**src/design/crcs_pkg.sv**
```systemverilog
package crcs_pkg;

  // Coordinate format of the ports
  localparam int COORD_WIDTH = 16;
  localparam int FRAC_BITS   = 12;

  // Phantom points can step one STEP beyond the port range
  localparam int PW = COORD_WIDTH + 1;
  // Spline coefficients reach twelve times a phantom coordinate
  localparam int CW = COORD_WIDTH + 4;

  // Samples per segment and per short set
  localparam int SEG_SAMPLES = 9;
  localparam int ERR_SAMPLES = 5;

  // Job queue between front and back
  localparam int QDEPTH = 4;
  localparam int QAW    = $clog2(QDEPTH);

  typedef logic signed [PW-1:0] pcoord_t;
  typedef pcoord_t [2:0] point_t;
  typedef logic signed [CW-1:0] coef_t;

  typedef struct packed {
    coef_t a0;
    coef_t a1;
    coef_t a2;
    coef_t a3;
  } axis_coef_t;

  // One segment (or one burst of error samples) for the back end
  typedef struct packed {
    logic             err;
    logic             last;
    axis_coef_t [2:0] axis;
  } seg_job_t;

  localparam pcoord_t STEP = pcoord_t'(((2 ** FRAC_BITS) + 5) / 10);

  // Cubic coefficients of one axis of a uniform Catmull-Rom segment, scaled by 2
  function automatic axis_coef_t seg_coef(input pcoord_t p0, input pcoord_t p1,
                                          input pcoord_t p2, input pcoord_t p3);
    axis_coef_t r;
    coef_t      e0;
    coef_t      e1;
    coef_t      e2;
    coef_t      e3;
    e0   = coef_t'(p0);
    e1   = coef_t'(p1);
    e2   = coef_t'(p2);
    e3   = coef_t'(p3);
    r.a0 = e1 <<< 1;
    r.a1 = e2 - e0;
    r.a2 = (e0 <<< 1) - (e1 <<< 2) - e1 + (e2 <<< 2) - e3;
    r.a3 = e1 + (e1 <<< 1) - e2 - (e2 <<< 1) + e3 - e0;
    return r;
  endfunction

endpackage

```
**src/design/crcs_queue.sv**
```systemverilog
module crcs_queue (
  input  logic                clk,
  input  logic                rst,
  input  logic                push,
  input  crcs_pkg::seg_job_t  push_job,
  output logic                full,
  input  logic                pop,
  output logic                nonempty,
  output crcs_pkg::seg_job_t  head_job
);

  crcs_pkg::seg_job_t          entries [crcs_pkg::QDEPTH];
  logic [crcs_pkg::QAW-1:0]    wptr;
  logic [crcs_pkg::QAW-1:0]    rptr;
  logic [crcs_pkg::QAW:0]      count;

  assign full     = (count == (crcs_pkg::QAW + 1)'(crcs_pkg::QDEPTH));
  assign nonempty = (count != '0);
  assign head_job = entries[rptr];

  // Store incoming jobs
  always_ff @(posedge clk) begin
    if (push) begin
      entries[wptr] <= push_job;
    end
  end

  // Advance pointers and occupancy
  always_ff @(posedge clk) begin
    if (rst) begin
      wptr  <= '0;
      rptr  <= '0;
      count <= '0;
    end else begin
      if (push) begin
        wptr <= wptr + 1'b1;
      end
      if (pop) begin
        rptr <= rptr + 1'b1;
      end
      case ({push, pop})
        2'b10:   count <= count + 1'b1;
        2'b01:   count <= count - 1'b1;
        default: count <= count;
      endcase
    end
  end

endmodule

```
**config.mk**
```make
export PLATFORM = sky130hd
export DESIGN_NAME = crcs_queue
export DESIGN_NICKNAME = d
export VERILOG_FILES = /design/src/design/crcs_pkg.sv /design/src/design/crcs_queue.sv
export SDC_FILE = /design/constraint.sdc
export NUM_CORES = 1
export LEC_CHECK = 0
export ABC_CLOCK_PERIOD_IN_PS = 21400
export BUFFER_PORTS_ARGS = -buffer_cell sky130_fd_sc_hd__buf_2
export CAP_MARGIN = 20
export CORE_MARGIN = 3
export CORE_UTILIZATION = 45
export DETAILED_ROUTE_END_ITERATION = 12
export GPL_TIMING_DRIVEN = 1
export SYNTH_ARGS = -nofsm -noshare
export SYNTH_HDL_FRONTEND = slang
export SYNTH_SLANG_ARGS = --single-unit
```
**constraint.sdc**
```tcl
create_clock -name clk -period 21.4 [get_ports clk]
set_input_delay 2.14 -clock clk [delete_from_list [all_inputs] [get_ports clk]]
set_output_delay 2.14 -clock clk [all_outputs]
set_load 0.02 [all_outputs]
```
==> run summary <==
Outcome: finished clean
Worst hold path depth: 2
Synthesized Nets: 1,563
Min cycle time layout: 6.46 ns
Die height: 286 µm
Vias: 15,900
Worst-path maximum fanout: 58
Worst-Skew Late Latency: 0.64 ns
Worst VDD drop: 0.0867 mV
Final Cell Area: 42,300 µm²
Relative slew slack: 26.8%
Mean Syn Cell Area: 27.0 µm²
DP Area: 38,900 µm²
Area delta synth->final: 19.6%
WP data arrival: 4.32 ns
Synth Instances: 1,311
Critical-path cell list: buf_4 > buf_4 > buf_4 > mux4_2 > buf_2
Sum of negative setup slack: 0 ns
Worst path max stage delay: 0.80 ns
Async set-reset flop share out of synthesis: 0%
Drt wl/cell: 24.1 µm
IO Port Bufs: 489
Mapped Area: 35,300 µm²
Final Hold Fails: 0
Final Skew: 0.0342 ns
Net count, final: 2,119
CTS tree: yes
RSZ-0062 raised after global routing: false
Largest delay share family, worst path: buffers and inverters
I/O pin cnt: 490
Max Cap Viol: 0
First-pass GRT wire length: 109,000 µm
Pin count of the biggest net entering global routing: 140
PD cells: 104 nW/µm²
Distinct cells, synth: 19
Root Driver: clkbuf_16
Prevailing post-synth register cell: edfxtp_1
FF-to-FF path depth: 5
DR iter-0 viols: 943
Hold/Removal Path Class: reg -> reg
Setup CP Type: reg -> out
Layout cell share with drive strength beyond 1: 46.0%
Most frequent cell on the critical path: buf_4
Worst Tran Pin Value: 1.10 ns
Total grt overflow: 0
Most frequent cells in the layout: edfxtp_1 (968), buf_2 (489), mux4_2 (242), clkbuf_16 (103), clkbuf_1 (25)
CTS Sinks: 977
Fmax achieved: 155 MHz
Final HPWL DP: 44,300 µm
Crit path launch type: register
YS warnings: 0
Hold Buf Count CTS: 0
Area of the core: 77,600 µm²
Final GP Congestion: 0.792
LEAKAGE: 14.1 nW
Post-synthesis register bit count: 977
CTS buffer count: 101
Slew Limit Fails: 0
Post-Route Utilization: 54.5%
CP Depth: 5
Initial antenna violation count: 23
Clk buf depth: 3
Die width: 286 µm
Design Power: 0.00439 W
Worst path buffer plus inverter count: 4
Post-synth EDFFs: 968
# DRC: 0
Fraction of the cycle the final worst path needs: 30.2%
GRT Util Overall: 17.8%
Final setup fails: 0
Slowest CP cell: buf_4
PostCTS Resize Cnt: 0
Vias in the first global route: 16,900
Initial core utilization: 45.6%
Row Count: 102
CP endpoint kind: output pin
Detailed Routing Iterations Pass 1: 5
Routed wire length: 72,400 µm
H-tree level count: 3
CP Data Required Time: 19.26 ns
Antenna-violating nets left: 0
Post-synthesis sequential area ratio: 82.7%
Vias/cell: 5.29
CTS clock-pin slew for the worst setup and hold paths: 0.06 ns
Setup bufs post-CTS: 0
Leading cell type in the layout, fill and taps excluded: edfxtp_1
Die area: 81,900 µm²
==> logic make-up (layout without fill, tap and decap cells) <==
group / count (synthesis) / in the layout / synth area share (%)
compound gates: 3 / 3 / 0.0425
xor+xnor: 5 / 5 / 0.124
fa+ha+maj: 6 / 6 / 0.234
buf+inv: 61 / 701 / 1.19
flops: 977 / 977 / 82.7
mux: 243 / 243 / 15.4
other cells: 0 / 15 / 0
simple gates: 16 / 16 / 0.219
==> synth_stat cells, types with 3 or more instances <==
cell type	number	area (µm²)
nor2_1	8	30.0
edfxtp_1	968	29100
xor2_1	3	26.3
buf_2	26	130
ha_1	5	62.6
inv_1	6	22.5
clkbuf_1	8	30.0
mux4_2	242	5450
buf_6	21	236
and2_1	4	25.0
dfxtp_1	9	180
==> power breakdown <==
group / total [W] / internal (W) / switching (W)
Combinational: 0.000449 / 0.000173 / 0.000276
Sequential: 0.00222 / 0.00220 / 0.0000231
Clock: 0.00172 / 0.00102 / 0.000698
Total: 0.00439 / 0.00340 / 0.000997
==> per-stage QoR <==
step           cells  hold WS, ns  worst slack, ns
2_1_floorplan   1311        0.462            13.15
3_3_place_gp    2804        0.478            15.52
3_5_place_dp    2804        0.510            15.50
4_1_cts         2991        0.524            14.77
5_1_grt         2994        0.579            14.69
6_report        3006        0.523            14.94
==> tightest hold or removal path, delay by kind of cell, from the launching register on <==
kind	cells	cell delay, ns
flops	1	0.34
simple gates	1	0.08
compound gates	1	0.07
==> metal layers <==
layer	wire, µm	GRT usage, %
met1	28200	23.4
met2	35900	28.3
met3	6390	6.12
met4	1700	5.23
met5	128	0
==> final cells by class <==
type / count / area, µm²
Timing Repair Buffer: 508 / 2630
Inverter: 6 / 22.5
Fill cell: 6020 / 35300
Antenna cell: 15 / 37.5
Clock buffer: 132 / 2730
Sequential cell: 977 / 29300
Clock inverter: 55 / 602
Multi-Input combinational cell: 273 / 5690
Tap cell: 1040 / 1300
==> sequential cells by signal, indices dropped and copies added (netlist names), named ones only <==
name	flops
entries	968
count	3
rptr	2
wptr	2
==> worst paths after layout <==
check / start / end / slack, ns
max: register / head_job[92] / 14.94
min: count[1] / count[1] / 0.52
max reg2reg: wptr[0] / entries[2][190] / 18.11
min reg2reg: count[1] / count[1] / 0.52
Power figures use the tool's default switching activity.
