### config.mk
export PLATFORM = sky130hd
export DESIGN_NAME = crcs_front
export DESIGN_NICKNAME = d
export VERILOG_FILES = /design/src/design/crcs_pkg.sv /design/src/design/crcs_front.sv
export SDC_FILE = /design/constraint.sdc
export NUM_CORES = 2
export LEC_CHECK = 0
export ABC_AREA = 1
export BUFFER_PORTS_ARGS = -buffer_cell sky130_fd_sc_hd__buf_2
export CORE_ASPECT_RATIO = 1.1
export CORE_MARGIN = 1
export CORE_UTILIZATION = 55
export DETAILED_ROUTE_END_ITERATION = 8
export HOLD_SLACK_MARGIN = 0.05
export PLACE_DENSITY_LB_ADDON = 0.3
export SLEW_MARGIN = 20
export SYNTH_ARGS = -nofsm -noshare
export SYNTH_HDL_FRONTEND = slang
export SYNTH_SLANG_ARGS = --single-unit
### constraint.sdc
create_clock -name clk -period 11.5 [get_ports clk]
set_clock_uncertainty 0.15 [all_clocks]
set_input_delay 1.15 -clock clk [delete_from_list [all_inputs] [get_ports clk]]
set_output_delay 1.15 -clock clk [all_outputs]
set_load 0.05 [all_outputs]
### src/design/crcs_pkg.sv
package crcs_pkg;

  // Coordinate format of the ports
  localparam int COORD_WIDTH = 16;
  localparam int FRAC_BITS   = 12;

  // Phantom points can step one STEP beyond the port range
  localparam int PW = COORD_WIDTH + 1;
  // Spline coefficients reach twelve times a phantom coordinate
  localparam int CW = COORD_WIDTH + 4;

  // Samples per segment and per short set
  localparam int SEG_SAMPLES = 9;
  localparam int ERR_SAMPLES = 5;

  // Job queue between front and back
  localparam int QDEPTH = 4;
  localparam int QAW    = $clog2(QDEPTH);

  typedef logic signed [PW-1:0] pcoord_t;
  typedef pcoord_t [2:0] point_t;
  typedef logic signed [CW-1:0] coef_t;

  typedef struct packed {
    coef_t a0;
    coef_t a1;
    coef_t a2;
    coef_t a3;
  } axis_coef_t;

  // One segment (or one burst of error samples) for the back end
  typedef struct packed {
    logic             err;
    logic             last;
    axis_coef_t [2:0] axis;
  } seg_job_t;

  localparam pcoord_t STEP = pcoord_t'(((2 ** FRAC_BITS) + 5) / 10);

  // Cubic coefficients of one axis of a uniform Catmull-Rom segment, scaled by 2
  function automatic axis_coef_t seg_coef(input pcoord_t p0, input pcoord_t p1,
                                          input pcoord_t p2, input pcoord_t p3);
    axis_coef_t r;
    coef_t      e0;
    coef_t      e1;
    coef_t      e2;
    coef_t      e3;
    e0   = coef_t'(p0);
    e1   = coef_t'(p1);
    e2   = coef_t'(p2);
    e3   = coef_t'(p3);
    r.a0 = e1 <<< 1;
    r.a1 = e2 - e0;
    r.a2 = (e0 <<< 1) - (e1 <<< 2) - e1 + (e2 <<< 2) - e3;
    r.a3 = e1 + (e1 <<< 1) - e2 - (e2 <<< 1) + e3 - e0;
    return r;
  endfunction

endpackage

### src/design/crcs_front.sv
module crcs_front (
  input  logic                                        clk,
  input  logic                                        rst,
  input  logic                                        in_valid,
  output logic                                        in_stall,
  input  logic signed [crcs_pkg::COORD_WIDTH-1:0]     point_x,
  input  logic signed [crcs_pkg::COORD_WIDTH-1:0]     point_y,
  input  logic signed [crcs_pkg::COORD_WIDTH-1:0]     point_z,
  input  logic                                        final_point,
  output logic                                        push,
  output crcs_pkg::seg_job_t                          push_job,
  input  logic                                        q_full
);

  crcs_pkg::point_t   win0;
  crcs_pkg::point_t   win1;
  crcs_pkg::point_t   win2;
  crcs_pkg::point_t   first_pt;
  logic [1:0]         points_seen;
  logic               pend;
  crcs_pkg::seg_job_t pend_job;

  crcs_pkg::point_t   cur;
  crcs_pkg::point_t   lead;
  crcs_pkg::point_t   tail;
  crcs_pkg::seg_job_t job1;
  crcs_pkg::seg_job_t job2;
  logic               accept;
  logic               emits;
  logic               short_set;

  assign cur[0] = crcs_pkg::pcoord_t'(point_x);
  assign cur[1] = crcs_pkg::pcoord_t'(point_y);
  assign cur[2] = crcs_pkg::pcoord_t'(point_z);

  // Hold input while a closing segment waits or the queue is full
  assign in_stall  = pend | q_full;
  assign accept    = in_valid & ~in_stall;
  assign short_set = final_point & (points_seen != 2'd3);
  assign emits     = final_point | points_seen[1];

  // Classify the point and build its segment jobs
  always_comb begin
    for (int i = 0; i < 3; i++) begin
      lead[i] = first_pt[i] - crcs_pkg::STEP;
      tail[i] = cur[i] + crcs_pkg::STEP;
    end
    job1 = '0;
    job2 = '0;
    if (short_set) begin
      job1.err  = 1'b1;
      job1.last = 1'b1;
    end else if (points_seen == 2'd2) begin
      job1.last = 1'b1;
      for (int i = 0; i < 3; i++) begin
        job1.axis[i] = crcs_pkg::seg_coef(lead[i], win1[i], win2[i], cur[i]);
      end
    end else begin
      job1.last = ~final_point;
      for (int i = 0; i < 3; i++) begin
        job1.axis[i] = crcs_pkg::seg_coef(win0[i], win1[i], win2[i], cur[i]);
      end
    end
    job2.last = 1'b1;
    for (int i = 0; i < 3; i++) begin
      job2.axis[i] = crcs_pkg::seg_coef(win1[i], win2[i], cur[i], tail[i]);
    end
  end

  // Push the waiting closing segment first, else the new point's job
  assign push     = pend ? ~q_full : (accept & emits);
  assign push_job = pend ? pend_job : job1;

  always_ff @(posedge clk) begin
    if (accept && final_point && !short_set) begin
      pend_job <= job2;
    end
  end

  // Track the point window and set progress
  always_ff @(posedge clk) begin
    if (rst) begin
      win0        <= '0;
      win1        <= '0;
      win2        <= '0;
      first_pt    <= '0;
      points_seen <= '0;
      pend        <= 1'b0;
    end else begin
      if (pend && !q_full) begin
        pend <= 1'b0;
      end
      if (accept) begin
        if (final_point) begin
          win0        <= '0;
          win1        <= '0;
          win2        <= '0;
          first_pt    <= '0;
          points_seen <= '0;
          pend        <= ~short_set;
        end else begin
          win0 <= win1;
          win1 <= win2;
          win2 <= cur;
          if (points_seen == 2'd0) begin
            first_pt <= cur;
          end
          if (points_seen != 2'd3) begin
            points_seen <= points_seen + 1'b1;
          end
        end
      end
    end
  end

endmodule

==> run metrics <==
Unique masters post-synth 69; total CTS buffers between 50 and 60; GPL Wtd Cong between 1 and 1.5; EDFF count, synth 222; WL per Instance 22.18 µm; Fin Setup TNS 0 ns; Max H-tree Level 2; Starting Density 0.5549; Total Power around 18 mW; # setup viols final 0; Placed Cells incl. Taps 8737; Worst Setup Path Type in -> out; min Tclk post-route 7.858 ns; Max Cap Viol 0; Die ar. 107800 µm²; critical path arrival ~6.6 ns; Setup Fix Bufs, Post-CTS 0; Via density 5.784; Clock Tree Buf Depth 3; power density over the cells approximately 290 nW/µm²; pin count of the biggest net entering global routing 123; RSZ-0062 raised after global routing no; DR vias 51.16k; Syn. warnings 0; Area Growth Syn to Fin 7.843%; clk sinks 417; Placeable Area 105600 µm²; Die Width 313.2 µm; Port Buffer Count approximately 290; first-pass GRT wire length approximately 300000 µm; Synth Instances 7183; crit-path max FO 7; CTS tree built; drc violations 0; status complete, no violations; vias in the first global route about 50k; detailed-router iteration count before antenna repair 6; worst vdd rail ir drop 0.2367 mV; Critical Path End Type output port; Pins Over Slew Limit 0; DP Area between 60000 and 70000 µm²; HPWL Detailed approximately 160000 µm; Clk pin slew, worst setup/hold paths 0.06 ns; Fmax 127.3 MHz; sequential area share after synthesis 0.1805; Hold Buf Count CTS 0; row count 125; Routed Antenna Nets 0; Net count, final just under 9k; Finished Cell Area 63170 µm²; Hold Vio Cnt, Final 0; Mean Syn Cell Area 8.155 µm²; hold depth 2; Top FF cell, synth edfxtp_1; CTS root buf clkbuf_16; Starting DRT DRC Count 5087; crit share post-route 0.6833; PostCTS Resize Cnt 0; CP Launch Type primary input; share of layout cells above drive strength 1 0.06997; Max-slew headroom 0.2071; GRT Overall Usage 0.3649; Post-Syn Area 58580 µm²; initial antenna violation count 9; worst-skew pair later-pin latency between 0.6 and 0.7 ns; #FFs+latches synth 417; DIE HEIGHT 344.3 µm; Worst-Margin Slew roughly 1.2 ns; Finished Layout Cells 8845; ys async rst share 0; CP required ~10 ns; P_leak about 30 nW; GRT overflow 0; Post-Route WL roughly 200000 µm; R2R depth 11; IO Count 297; hold crit path type reg -> reg
## layout make-up
type | instances | area, µm²
fillers | 9612 | 42400
repair buffers | 324 | 1730
multi-input cells | 5372 | 42670
well taps | 1397 | 1748
inverters | 1227 | 4611
clock buffers | 85 | 1645
diodes | 2 | 5.005
flip-flops and latches | 417 | 10570
clock inverters | 21 | 188.9
## layer usage
layer,routed length [µm],share of wire,up-vias,GRT usage
li1,-,-,23745,-
met1,81230,0.41,24655,0.4927
met2,87350,0.45,2376,0.5662
met5,24,0.00012,-,0
met3,19230,0.098,381,0.08646
met4,8387,0.043,4,0.1464
## power breakdown
group / internal, mW / switching [mW]
clock: 1.05 / 0.776
combinational: 4.59 / 9.82
sequential: 1.86 / 0.0960
## state kept, by name, indices dropped and copies added (netlist names)
| name | flops |
|---|---|
| first_pt | 48 |
| job2 | 48 |
| pend | 1 |
| pend_job | 222 |
| points_seen | 2 |
| win0 | 48 |
| win1 | 48 |
## logic make-up (layout without fill, tap and decap cells)
logic type,after synthesis,after routing,synth area share
adders and majority gates,1287,1287,0.3706
AOI/OAI and AO/OA,1429,1429,0.1394
and+or+nand+nor,2303,2303,0.1649
DFF,417,417,0.1805
other,1,5,0.00006402
buffers and inverters,1396,1657,0.09191
muxes,6,6,0.001025
xor gates and xnor gates,344,344,0.05156
## cells in the mapped netlist (7+ instances only)
| master | instances | area, µm² |
|---|---|---|
| nor2_1 | 351 | 1318 |
| ha_1 | 540 | 6756 |
| o21bai_1 | 27 | 202.7 |
| fa_1 | 747 | 14950 |
| nor3_1 | 41 | 205.2 |
| nand3b_1 | 21 | 157.7 |
| o21ai_2 | 17 | 148.9 |
| nand3_2 | 10 | 100.1 |
| xor2_1 | 244 | 2137 |
| a211oi_1 | 90 | 675.7 |
| o21ai_0 | 410 | 2052 |
| a21o_1 | 62 | 465.5 |
| buf_1 | 11 | 41.29 |
| a221oi_1 | 12 | 105.1 |
| nand2_2 | 14 | 87.58 |
| inv_1 | 1219 | 4576 |
| buf_2 | 45 | 225.2 |
| a21oi_2 | 9 | 78.83 |
| a31oi_1 | 34 | 212.7 |
| dfxtp_1 | 195 | 3904 |
| or2_2 | 14 | 87.58 |
| and2_1 | 9 | 56.30 |
| buf_4 | 20 | 150.1 |
| xnor2_1 | 99 | 867.1 |
| o31ai_1 | 25 | 187.7 |
| o21ai_1 | 43 | 215.2 |
| a21oi_1 | 616 | 3083 |
| nand2_1 | 1409 | 5289 |
| o21a_1 | 15 | 112.6 |
| nor3_2 | 7 | 70.07 |
| clkbuf_1 | 88 | 330.3 |
| o211ai_1 | 9 | 67.56 |
| edfxtp_1 | 222 | 6666 |
| a22oi_1 | 22 | 165.2 |
| nand3_1 | 352 | 1762 |
| nand4_1 | 50 | 312.8 |
## worst max-delay path, cell delays in order
cell and delay, ns:
buf_2 0.24, inv_1 0.17, fa_1 0.56, inv_1 0.05
fa_1 0.49, inv_1 0.05, fa_1 0.48, inv_1 0.05
ha_1 0.35, a21oi_1 0.21, nand2_1 0.13, a21oi_2 0.28
o21ai_1 0.18, a21oi_1 0.24, xnor2_1 0.11, ha_1 0.40
nand2_1 0.14, nor2_1 0.27, nand2_1 0.09, inv_1 0.06
nand4_1 0.09, nand3_1 0.20, inv_1 0.06, nand2_1 0.06
nand3_1 0.08, nand2_1 0.08, buf_2 0.26
## path summary, 6_finish.rpt
| path | start | end | slack [ns] |
|---|---|---|---|
| hold reg to reg | first_pt[19] | first_pt[19] | 0.31 |
| hold / removal | first_pt[19] | first_pt[19] | 0.31 |
| setup / recovery | point_z[3] | push_job[179] | 3.64 |
| setup reg to reg | job2[234] | pend_job[179] | 6.10 |
## per-stage QoR
| step | worst slack, ns | util | hold slack (ns) |
|---|---|---|---|
| after floorplan | 3.398 | - | 0.2945 |
| after global placement | 3.844 | 0.5810 | 0.3039 |
| after detailed placement | 3.794 | 0.5810 | 0.3069 |
| after CTS | 3.708 | 0.5983 | 0.3161 |
| after global routing | 3.233 | 0.5984 | 0.3408 |
| final | 3.642 | 0.5984 | 0.3149 |
## cell usage in the layout, fill, tap and decap left out, drive strengths merged, types with 85 or more instances in the layout
master	instances
xnor2	99
nand2	1428
ha	540
o21ai	470
inv	1229
dfxtp	195
a211oi	91
edfxtp	222
fa	747
buf	324
a21oi	626
xor2	245
clkbuf	85
nand3	362
nor2	359
Note: power is estimated with default switching activity, not from simulation.
